**src/design/assert_macros.svh**
```systemverilog
// assertion helpers
`ifndef ASSERT_MACROS_SVH
`define ASSERT_MACROS_SVH
`define ASSERT_IMPL(lbl, ante, cons) \
  lbl: assert property (@(posedge clk_i) disable iff (!rst_ni) (ante) |-> (cons)) \
    else $error("assertion failed");
`define ASSERT_NEXT(lbl, ante, cons) \
  lbl: assert property (@(posedge clk_i) disable iff (!rst_ni) (ante) |=> (cons)) \
    else $error("assertion failed");
`endif

```
**src/design/swstk_pkg.sv**
```systemverilog
package swstk_pkg;
  localparam int unsigned FeatureWordsDef = 65536;
  localparam int unsigned TopDepthDef = 16;

  localparam logic [2:0] ModeLoad   = 3'd0;
  localparam logic [2:0] ModeOpen   = 3'd1;
  localparam logic [2:0] ModeAdd    = 3'd2;
  localparam logic [2:0] ModeClose  = 3'd3;
  localparam logic [2:0] ModeReport = 3'd4;

  localparam logic RegOffset = 1'b0;
  localparam logic RegLimit  = 1'b1;

  typedef struct packed {
    logic load;
    logic open;
    logic add;
    logic close;
    logic emit;
    logic clear;
  } swstk_cmd_t;

  typedef struct packed {
    logic last;
    logic none;
  } swstk_sts_t;
endpackage

```
**src/design/swstk_ctrl.sv**
```systemverilog
module swstk_ctrl (
  input  logic                   clk_i,
  input  logic                   rst_ni,
  input  logic                   start_i,
  input  logic [2:0]             mode_i,
  input  swstk_pkg::swstk_sts_t  sts_i,
  output swstk_pkg::swstk_cmd_t  cmd_o,
  output logic                   busy_o
);
  import swstk_pkg::*;

  typedef enum logic [3:0] {
    StIdle = 4'b0001,
    StAdd  = 4'b0010,
    StRep  = 4'b0100,
    StClr  = 4'b1000
  } state_e;

  state_e state_q, state_d;
  logic   take;

  assign take = start_i && (state_q == StIdle);

  always_comb begin
    state_d = state_q;
    cmd_o = '0;
    case (state_q)
      StIdle: begin
        if (take) begin
          case (mode_i)
            ModeLoad:   cmd_o.load = 1'b1;
            ModeOpen:   cmd_o.open = 1'b1;
            ModeAdd:    state_d = StAdd;
            ModeClose:  cmd_o.close = 1'b1;
            ModeReport: state_d = StRep;
            default:    ;
          endcase
        end
      end
      // table read data is registered, so the add is done in the following state
      StAdd: begin
        cmd_o.add = 1'b1;
        state_d = StIdle;
      end
      StRep: begin
        cmd_o.emit = 1'b1;
        if (sts_i.none || sts_i.last) state_d = StClr;
      end
      StClr: begin
        cmd_o.clear = 1'b1;
        state_d = StIdle;
      end
      default: state_d = StIdle;
    endcase
  end

  always_ff @(posedge clk_i or negedge rst_ni) begin
    if (!rst_ni) state_q <= StIdle;
    else state_q <= state_d;
  end

  assign busy_o = (state_q != StIdle);
endmodule

```
**config.mk**
```make
export PLATFORM = sky130hd
export DESIGN_NAME = swstk_ctrl
export DESIGN_NICKNAME = d
export VERILOG_FILES = /design/src/design/assert_macros.svh /design/src/design/swstk_pkg.sv /design/src/design/swstk_ctrl.sv
export SDC_FILE = /design/constraint.sdc
export NUM_CORES = 1
export LEC_CHECK = 0
export BUFFER_PORTS_ARGS = -buffer_cell sky130_fd_sc_hd__buf_2
export CAP_MARGIN = 20
export CORE_AREA = 5 5 42 44
export DETAILED_ROUTE_END_ITERATION = 8
export DIE_AREA = 0 0 47 49
export PLACE_DENSITY_LB_ADDON = 0.1
export SLEW_MARGIN = 5
export SYNTH_ARGS = -nofsm -noshare
export SYNTH_HDL_FRONTEND = slang
export SYNTH_SLANG_ARGS = --single-unit
```
**constraint.sdc**
```tcl
create_clock -name clk_i -period 3.8 [get_ports clk_i]
set_input_delay 0.57 -clock clk_i [delete_from_list [all_inputs] [get_ports clk_i]]
set_output_delay 0.57 -clock clk_i [all_outputs]
set_load 0.03 [all_outputs]
```
# Yosys cells after proc, flatten, opt, wreduce, memory -nomap -nowiden

Index checks and enable logic that the tools add are counted.

Register bits after elaboration: 4
Output and inout port bits: 7
Latch bits: 0
Input port bits: 8
Word-level logic and storage cells: 31
Memory bits (read-only): 0
Bits in writable memories: 0
Memories: 0

Divide/modulo/power cells: 0
Eq/ne operators: 12
Shifts and indexed selects: 0
Reduce and logical (&&, ||, !) cells: 4
Bitwise gates (word level): 0
Multipliers: 0
$lt $le $gt $ge: 0
Add/sub/neg operators: 0
Multiplexer cells: 14

Operator list:

| cell               | number |
|---|---|
| $pmux 4 s2         | 2 |
| $mux 1             | 8 |
| $mux 4             | 2 |
| $eq 3x2->1 const B | 2 |
| $eq 4x1->1 const B | 1 |
| $eq 4x2->1 const B | 1 |
| $eq 4x3->1 const B | 1 |
| $eq 4x4->1 const B | 1 |
| $mux 2             | 2 |
| $ne 2x2->1 const B | 2 |
| $ne 4x1->1 const B | 1 |
| $eq 3x1->1 const B | 1 |
| $eq 3x3->1 const B | 1 |
| $logic_not 3->1    | 1 |
| $ne 3x1->1 const B | 1 |
| $reduce_and 3->1   | 1 |
| $logic_and 1x1->1  | 1 |
| $logic_or 1x1->1   | 1 |

# Depth between registers and ports, before layout

Gate-level depths: netlist of the first run.

Depth in word-level cells: 4
Mapped depth: 3
Gate-level depth less buffers: 3

# Worst setup path before layout of the first run

OpenSTA, ideal clock, no wires.

Path kind: register to output
From: reg state_q[0]
To: out cmd_o[2] in the netlist's numbering
Stages on the path, launching flop included: 4
Data arrival time: 2.184 ns
Required time: 3.230 ns
Slack: 1.046 ns
Path buffers: 0
Cell sequence: dfstp_2 -> or4b_4 -> or3b_4 -> nor3_1

RTL lines:

| element                | line             | text |
|---|---|---|
| from (decl)            | swstk_ctrl.sv:19 | `state_e state_q, state_d;` |
| from (signal assigned) | swstk_ctrl.sv:58 | `if (!rst_ni) state_q <= StIdle;` |
| from (signal assigned) | swstk_ctrl.sv:59 | `else state_q <= state_d;` |
| to (decl)              | swstk_ctrl.sv:7  | `output swstk_pkg::swstk_cmd_t cmd_o,` |

==> results.cfg, run 1 <==
[place]
gp_congestion = 0.618
placed_cell_area_um2 = 345
post-dp-hpwl_um = 536
port_buffers = 14

[critical_path]
path_class = flip-flop to primary output
cp.arrival_ns = 2.05
end_kind = primary output
path_cells = or4b_4, or3b_4, nor3_1, buf_2
cp_slowest_stage_delay_ns = 0.57
cp.required_ns = 3.23
start_kind = flip-flop
critPathSlowestCell = dfstp_2
path_max_fanout = 7

[clocking]
cts_made_buffers = 3
cts_setup_buffers = 0
clk_latency_ns = 0.24
cts_buffer_depth = 2
cts_tree = yes
cts.clk_slew.worst_paths_ns = 0.04
ctsResizeCount = 0
cts-hold-fix-buffers = 0
clock-sinks = 4
h-tree-depth = 1
cts_root_buffer = clkbuf_4

[worst_hold_path]
hp-class = input port to async pin

[synthesis]
syn-cell-area_um2 = 255
yosys.area.top_type = dfrtp_1
synth_top_family_by_area = simple AND/OR/NAND/NOR gates
yosysUniqueCellTypes = 16
synth_compound_area_frac = 0.0588
syn_nets = 33
synth_mux_area_frac = 0
synth-simple-area-share = 0.480
ys_top_cells_by_area = dfrtp_1, nor4b_1, dfstp_2, nor3_1, or4b_4
yosys_warnings = 0
synth_adder_area_share = 0
synth_xor_area_frac = 0.0343
synth_top_area_share = 0.294
avgSynthCellArea_um2 = 10.2
yosysSeqAreaShare = 0.397
synth_seq_cells = 4
synthCells = 25

[power_and_ir_drop]
power_density_nw_per_um2 = 345
p_sw_w = 0.0000338
power_leakage_nw = 0.188
pwr-share-comb = 0.173
peakVddDrop_v = 0.0000960
switching_share = 0.264
intPower_w = 0.0000943
p_clk_frac = 0.464
seq_power_share = 0.363

[routing]
via_per_inst = 4.58
drt_first_pass_iters = 4
routedWlPerCell_um = 11.7
drt-total-wl_um = 691
ant_nets = 0
drtIter0Drc = 6
drc_errors = 0
vias = 270

[floorplanning]
io_pins = 15
core.rowCount = 14
die_w_um = 47
die-area_um2 = 2300
coreArea_um2 = 1400
initial_core_util = 0.182
die_h_um = 49

[sta]
hold_viol = 0
max_freq_mhz = 382
fin_setup_tns_ns = 0
finClkSkew_ns = 0.000789
period_share = 0.689
worstMarginPinSlew_ns = 0.479
min_period_ns = 2.62
slew_headroom = 0.676
rsz0062_at_grt = no
maxSlewViolCount = 0
setup_viol = 0

[finish]
largest_register_ffs = 4
area_delta_synth_final_pct = 45.6
regMostFlops = state_q
final_util = 0.265
largestRegisters = state_q (4)
nNetsFinal = 52
num_antenna_cells = 0
drive_gt1_frac = 0.488
fin_area_um2 = 372

[grt]
grt_antenna_before_repair = 0
grt_remaining_overflow = 0
grtUsageTotal = 0.0748
grt_pass1_wl_mm = 1.18
grt_pass1_vias = 274
grt_max_degree = 8

[run]
drv_cap = 0

[run_status]
outcome = completed
## through the flow
stage	setup slack (ns)	std cells	hold slack, ns	total power [W]
after floorplan	1.05	25	0.274	0.0000602
after global placement	1.42	55	0.377	0.0000694
after detailed placement	1.42	55	0.381	0.0000696
after CTS	1.15	59	0.123	0.000132
after global routing	1.10	59	0.123	0.000136
final	1.18	59	0.132	0.000128
## synth_stat cells, drive strengths merged
cell type and number:
or3 1, and2b 1, nor4b 4, a31oi 1, inv 2, a22o 1, dfstp 1, nor3b 1
nor3 4, xor2 1, nor2b 1, or3b 1, nor4bb 1, dfrtp 3, or4b 1, nor2 1
## power by group through the flow
stage | clock network [W] | logic, W | registers (W)
floorplan | 0 | 0.0000136 | 0.0000466
global placement | 0 | 0.0000222 | 0.0000472
detailed placement | 0 | 0.0000226 | 0.0000470
CTS | 0.0000631 | 0.0000227 | 0.0000465
global route | 0.0000651 | 0.0000244 | 0.0000469
finish | 0.0000594 | 0.0000222 | 0.0000464
## logic make-up (layout without fill, tap and decap cells)
group           count (synthesis)  after routing
simple gates                   16             16
flops                           4              4
compound gates                  2              2
buf+inv                         2             20
xor+xnor                        1              1
## cells in the final DEF, fill, tap and decap left out
cell	Yosys	final
or4b_4	1	1
dfstp_2	1	1
clkbuf_1	0	1
xor2_1	1	1
dfrtp_1	3	3
buf_2	0	14
a22o_1	1	1
a31oi_1	1	1
nor3_1	4	4
nor3b_1	1	1
nor4b_1	4	4
nor4bb_1	1	1
and2b_2	1	1
inv_1	2	2
nor2b_1	1	1
or3_1	1	1
or3b_4	1	1
nor2_1	1	1
clkbuf_4	0	3
## metal layers
layer / vias up / global-route usage / wire length (um)
met5: - / 0 / 0
met4: 0 / 0.0829 / 19
met3: 2 / 0.0258 / 38
met2: 7 / 0.0973 / 378
met1: 127 / 0.0841 / 255
li1: 134 / - / -
## worst paths after layout
path | from | slack, ns | end | depth (start not counted)
min in group clk_i | mode_i[0] | 0.56 | state_q[1]$_DFFE_PN0P_ | 2
max reg2reg | state_q[0]$_DFFE_PN1P_ | 2.12 | state_q[1]$_DFFE_PN0P_ | 3
min reg2reg | state_q[3]$_DFFE_PN0P_ | 0.57 | state_q[0]$_DFFE_PN1P_ | 1
max in group asynchronous | rst_ni | 3.46 | state_q[0]$_DFFE_PN1P_ | 1
max | state_q[0]$_DFFE_PN1P_ | 1.18 | cmd_o[2] | 4
min | rst_ni | 0.13 | state_q[2]$_DFFE_PN0P_ | 1
## cell type report
type	instances	area, um2
flip-flops and latches	4	101
inverters	2	7.51
clock buffers	4	26.3
repair buffers	14	70.1
fillers	163	1030
well taps	16	20.0
multi-input cells	19	146
## critical path, delay by kind of cell (launching register included)
| kind | cells | cell delay (ns) |
|---|---|---|
| and+or+nand+nor | 3 | 1.03 |
| DFF | 1 | 0.57 |
| buffers and inverters | 1 | 0.22 |
Power figures use the tool's default switching activity.
==> run 2: changes to the inputs <==
==> constraint.sdc (replaced) <==
create_clock -name clk_i -period 2.45 [get_ports clk_i]
set_input_delay 0.3675 -clock clk_i [delete_from_list [all_inputs] [get_ports clk_i]]
set_output_delay 0.3675 -clock clk_i [all_outputs]
set_load 0.03 [all_outputs]
==> results.cfg, run 2 (synthesis gave the netlist of run 1 again) <==
[sta]
fin_ws_ns = 0.0681
finClkSkew_ns = 0.00252
worstMarginPinSlew_ns = 0.445
maxSlewViolCount = 0
period_share = 0.972
rsz0062_at_grt = no
hold_viol = 0
setup_viol = 0
max_freq_mhz = 420
slew_headroom = 0.699
min_period_ns = 2.38

[power_and_ir_drop]
p_clk_frac = 0.450
switching_share = 0.262
power_leakage_nw = 0.198
pwr-share-comb = 0.193
seq_power_share = 0.357
peakVddDrop_v = 0.000347
p_sw_w = 0.0000530
power_density_nw_per_um2 = 497
intPower_w = 0.000149

[worst_hold_path]
worstHoldPathCells = 2
whs_endpoint = state_q[1]$_DFFE_PN0P_
hp-class = input port to flip-flop
hp-start = mode_i[0]

[floorplanning]
die_w_um = 47
die-area_um2 = 2300
die_h_um = 49
core.rowCount = 14
initial_core_util = 0.182
coreArea_um2 = 1400
io_pins = 15

[run_status]
outcome = completed

[clocking]
clk_latency_ns = 0.24
clock-sinks = 4
cts_buffer_depth = 2
cts.clk_slew.worst_paths_ns = 0.04
cts_tree = yes
cts_root_buffer = clkbuf_4
h-tree-depth = 1
cts_made_buffers = 3

[finish]
regMostFlops = state_q
area_delta_synth_final_pct = 59.3
largest_register_ffs = 4
layout.cells.most_common = buf_2
final_util = 0.290
num_antenna_cells = 0
nNetsFinal = 54
final_cell_mix = buf_2, nor4b_1, buf_4
fin_area_um2 = 407
largestRegisters = state_q (4)
drive_gt1_frac = 0.533
fillers = 162

[critical_path]
path_buf_inv = 1
cp.required_ns = 2.08
critPathSlowestCell = dfstp_2
cp.arrival_ns = 2.01
path_class = flip-flop to primary output
end_kind = primary output
path_cells = or4b_4, or3b_4, nor3_1, buf_4
cpLargestDelayFamily = simple AND/OR/NAND/NOR gates
rr_worst_depth = 3
critical_path.reg2reg.endpoint = state_q[1]$_DFFE_PN0P_
start_kind = flip-flop
r2r_slack_ns = 0.76
cp_slowest_stage_delay_ns = 0.57
r2r_start = state_q[0]$_DFFE_PN1P_
path_max_fanout = 6
crit_cells = 4

[grt]
grtUsageTotal = 0.0740
grt_remaining_overflow = 0
grt_pass1_vias = 288
grt_max_degree = 8
grt_antenna_before_repair = 0
grt_pass1_wl_mm = 1.21

[routing]
ant_nets = 0
drt-total-wl_um = 727
routedWlPerCell_um = 11.9
via_per_inst = 4.41
vias = 269
drt_first_pass_iters = 2
drtIter0Drc = 1
drc_errors = 0

[place]
placed_cell_area_um2 = 345
place_ws_ns = 0.257
gp_congestion = 0.646
port_buffers = 14

[run]
drv_cap = 0
==> run 2: worst register-to-register path, cell delays in order (launching register included) <==
cell and delay (ns):
dfstp_2 0.57, or4b_4 0.47, or3b_4 0.41, nor3_1 0.16
==> run 2: what timing repair did <==
item,in CTS,in global routing
buffers inserted,0,1
endpoints found under the hold margin,3,0
pin swaps,0,1
hold buffers,1,0
endpoints found under the setup margin,1,3
resized for setup,1,5
==> run 2: cell type report <==
class | instances | area, um2 | share of cell area
multi-input combinational | 19 | 156 | 0.385
sequential | 4 | 101 | 0.249
timing repair buffer | 16 | 95.1 | 0.234
clock buffer | 4 | 26.3 | 0.0646
tap | 16 | 20.0 | 0.0492
inverter | 2 | 7.51 | 0.0185
==> run 2: power groups by stage <==
stage	clock network (W)	logic [W]	registers, W
2_1_floorplan	0	0.0000211	0.0000722
3_3_place_gp	0	0.0000343	0.0000733
3_5_place_dp	0	0.0000347	0.0000733
4_1_cts	0.0000964	0.0000363	0.0000725
5_1_grt	0.000102	0.0000426	0.0000725
6_report	0.0000910	0.0000390	0.0000722
==> run 2: worst max path at each step <==
| stage | endpoint | from |
|---|---|---|
| final | cmd_o[2] | state_q[0]$_DFFE_PN1P_ |
| after global routing | cmd_o[2] | state_q[0]$_DFFE_PN1P_ |
| after CTS | cmd_o[5] | state_q[0]$_DFFE_PN1P_ |
| after detailed placement | cmd_o[4] | state_q[0]$_DFFE_PN1P_ |
| after global placement | cmd_o[4] | state_q[0]$_DFFE_PN1P_ |
| after floorplan | cmd_o[2] | state_q[0]$_DFFE_PN1P_ |
==> run 2: per-stage QoR <==
| step | power [W] | setup TNS, ns | hold slack, ns | cells |
|---|---|---|---|---|
| finish | 0.000202 | 0 | 0.365 | 61 |
| global route | 0.000217 | 0 | 0.368 | 61 |
| CTS | 0.000205 | 0 | 0.347 | 60 |
| detailed placement | 0.000108 | 0 | 0.175 | 55 |
| global placement | 0.000108 | 0 | 0.173 | 55 |
| floorplan | 0.0000933 | -0.304 | 0.0719 | 25 |
==> run 2: layer usage <==
metal	routed length [um]	share of wire	track usage
met5	0	0	0
met4	0	0	0.0276
met3	46	0.063	0.0590
met2	377	0.52	0.109
met1	303	0.42	0.0771
==> run 3: changes to the inputs <==
--- a/config.mk
+++ b/config.mk
@@ -6,11 +6,11 @@
 export NUM_CORES = 1
 export LEC_CHECK = 0
 export BUFFER_PORTS_ARGS = -buffer_cell sky130_fd_sc_hd__buf_2
-export CAP_MARGIN = 20
 export CORE_AREA = 5 5 42 44
 export DETAILED_ROUTE_END_ITERATION = 8
 export DIE_AREA = 0 0 47 49
 export PLACE_DENSITY_LB_ADDON = 0.1
+export SETUP_SLACK_MARGIN = 0.5
 export SLEW_MARGIN = 5
 export SYNTH_ARGS = -nofsm -noshare
 export SYNTH_HDL_FRONTEND = slang
==> results.cfg, run 3 (synthesis gave the netlist of run 1 again) <==
[run_status]
outcome = completed

[sta]
worstMarginPinSlew_ns = 0.312
hold_viol = 0
rsz0062_at_grt = yes
finClkSkew_ns = 0.00652
period_share = 0.937
maxSlewViolCount = 0
fin_setup_tns_ns = 0
slew_headroom = 0.789
setup_viol = 0
min_period_ns = 2.30
max_freq_mhz = 435

[finish]
final_cell_mix = buf_2, nor3_4, nor4b_1, clkbuf_4, buf_6
regMostFlops = state_q
layout.cells.most_common = buf_2
drive_gt1_frac = 0.630
final_cells = 62
nNetsFinal = 55
area_delta_synth_final_pct = 79.4
largestRegisters = state_q (4)
fin_area_um2 = 458
final_util = 0.327
num_antenna_cells = 0
largest_register_ffs = 4

[clocking]
cts.clk_slew.worst_paths_ns = 0.04
cts_tree = yes
cts_made_buffers = 3
clk_latency_ns = 0.23
h-tree-depth = 1
cts_buffer_depth = 2
cts_root_buffer = clkbuf_4
clock-sinks = 4

[power_and_ir_drop]
power_w = 0.000206
power_leakage_nw = 0.212
p_clk_frac = 0.428
p_sw_w = 0.0000545
intPower_w = 0.000151
pwr-share-comb = 0.228
switching_share = 0.265
seq_power_share = 0.344
peakVddDrop_v = 0.000198
power_density_nw_per_um2 = 450

[floorplanning]
die-area_um2 = 2300
coreArea_um2 = 1400
core.rowCount = 14
die_w_um = 47
io_pins = 15
initial_core_util = 0.182
die_h_um = 49

[routing]
drtIter0Drc = 1
via_per_inst = 4.58
drt-total-wl_um = 719
drc_errors = 0
routedWlPerCell_um = 11.6
vias = 284
drt_first_pass_iters = 2
ant_nets = 0

[critical_path]
cp_slowest_stage_delay_ns = 0.52
path_cells = or4b_4, or3b_4, nor3_4, buf_6
rr_worst_depth = 3
start_kind = flip-flop
critPathSlowestCell = dfstp_2
path_max_fanout = 4
path_class = flip-flop to primary output
cp.arrival_ns = 1.93
cp.required_ns = 2.08
end_kind = primary output

[worst_hold_path]
hp-class = input port to flip-flop
worstHoldPathCells = 2

[run]
drv_cap = 0

[place]
gp_congestion = 0.674
port_buffers = 14
placed_cell_area_um2 = 379
dp.cells = 55

[grt]
grt_remaining_overflow = 0
grt_pass1_vias = 317
grt_max_degree = 8
grt_pass1_wl_mm = 1.27
grt_antenna_before_repair = 0
grtUsageTotal = 0.0764
run 3: per-stage QoR:
step	hold slack [ns]	worst slack [ns]
floorplan	0.0719	0.233
global placement	0.172	0.275
detailed placement	0.176	0.246
CTS	0.395	0.136
global route	0.393	0.0896
finish	0.391	0.154
run 3: power by group through the flow:
stage	clock (W)	sequential [W]	combinational [W]
floorplan	0	0.0000722	0.0000253
global placement	0	0.0000728	0.0000403
detailed placement	0	0.0000732	0.0000406
CTS	0.0000921	0.0000707	0.0000476
global route	0.000101	0.0000710	0.0000511
finish	0.0000882	0.0000708	0.0000470
run 3: worst max-delay path: cells and delay by family (launching register included):
family                 cells  cell delay [ns]
buffers and inverters      1             0.15
DFF                        1             0.52
and+or+nand+nor            3             1.03
run 3: cell type report:
cell class              instances  area [um2]
fillers                       165         943
multi-input cells              19         186
repair buffers                 17         114
flip-flops and latches          4         104
clock buffers                   4        26.3
well taps                      16        20.0
inverters                       2        7.51
run 3: worst paths after layout:
kind / startpoint / to / slack [ns]
hold reg to reg: state_q[3]$_DFFE_PN0P_ / state_q[0]$_DFFE_PN1P_ / 0.56
setup / recovery: state_q[0]$_DFFE_PN1P_ / cmd_o[5] / 0.15
min in group asynchronous: rst_ni / state_q[1]$_DFFE_PN0P_ / 0.47
setup reg to reg: state_q[0]$_DFFE_PN1P_ / state_q[1]$_DFFE_PN0P_ / 0.81
max in group asynchronous: rst_ni / state_q[0]$_DFFE_PN1P_ / 1.77
hold / removal: mode_i[0] / state_q[1]$_DFFE_PN0P_ / 0.39
run 3: metal layers:
metal	global-route usage	share of wire	vias up
met2	0.113	0.55	6
li1	-	-	137
met1	0.0893	0.40	141
met3	0.0221	0.043	0
met5	0	0	-
met4	0.0553	0	0
run 3: what timing repair did:
item                                   in CTS  in global routing
pin swaps                                   1                  0
setup endpoints to repair                   3                  4
hold buffers                                1                  0
endpoints found under the hold margin       3                  0
resized for setup                           6                  3
buffers inserted                            2                  0
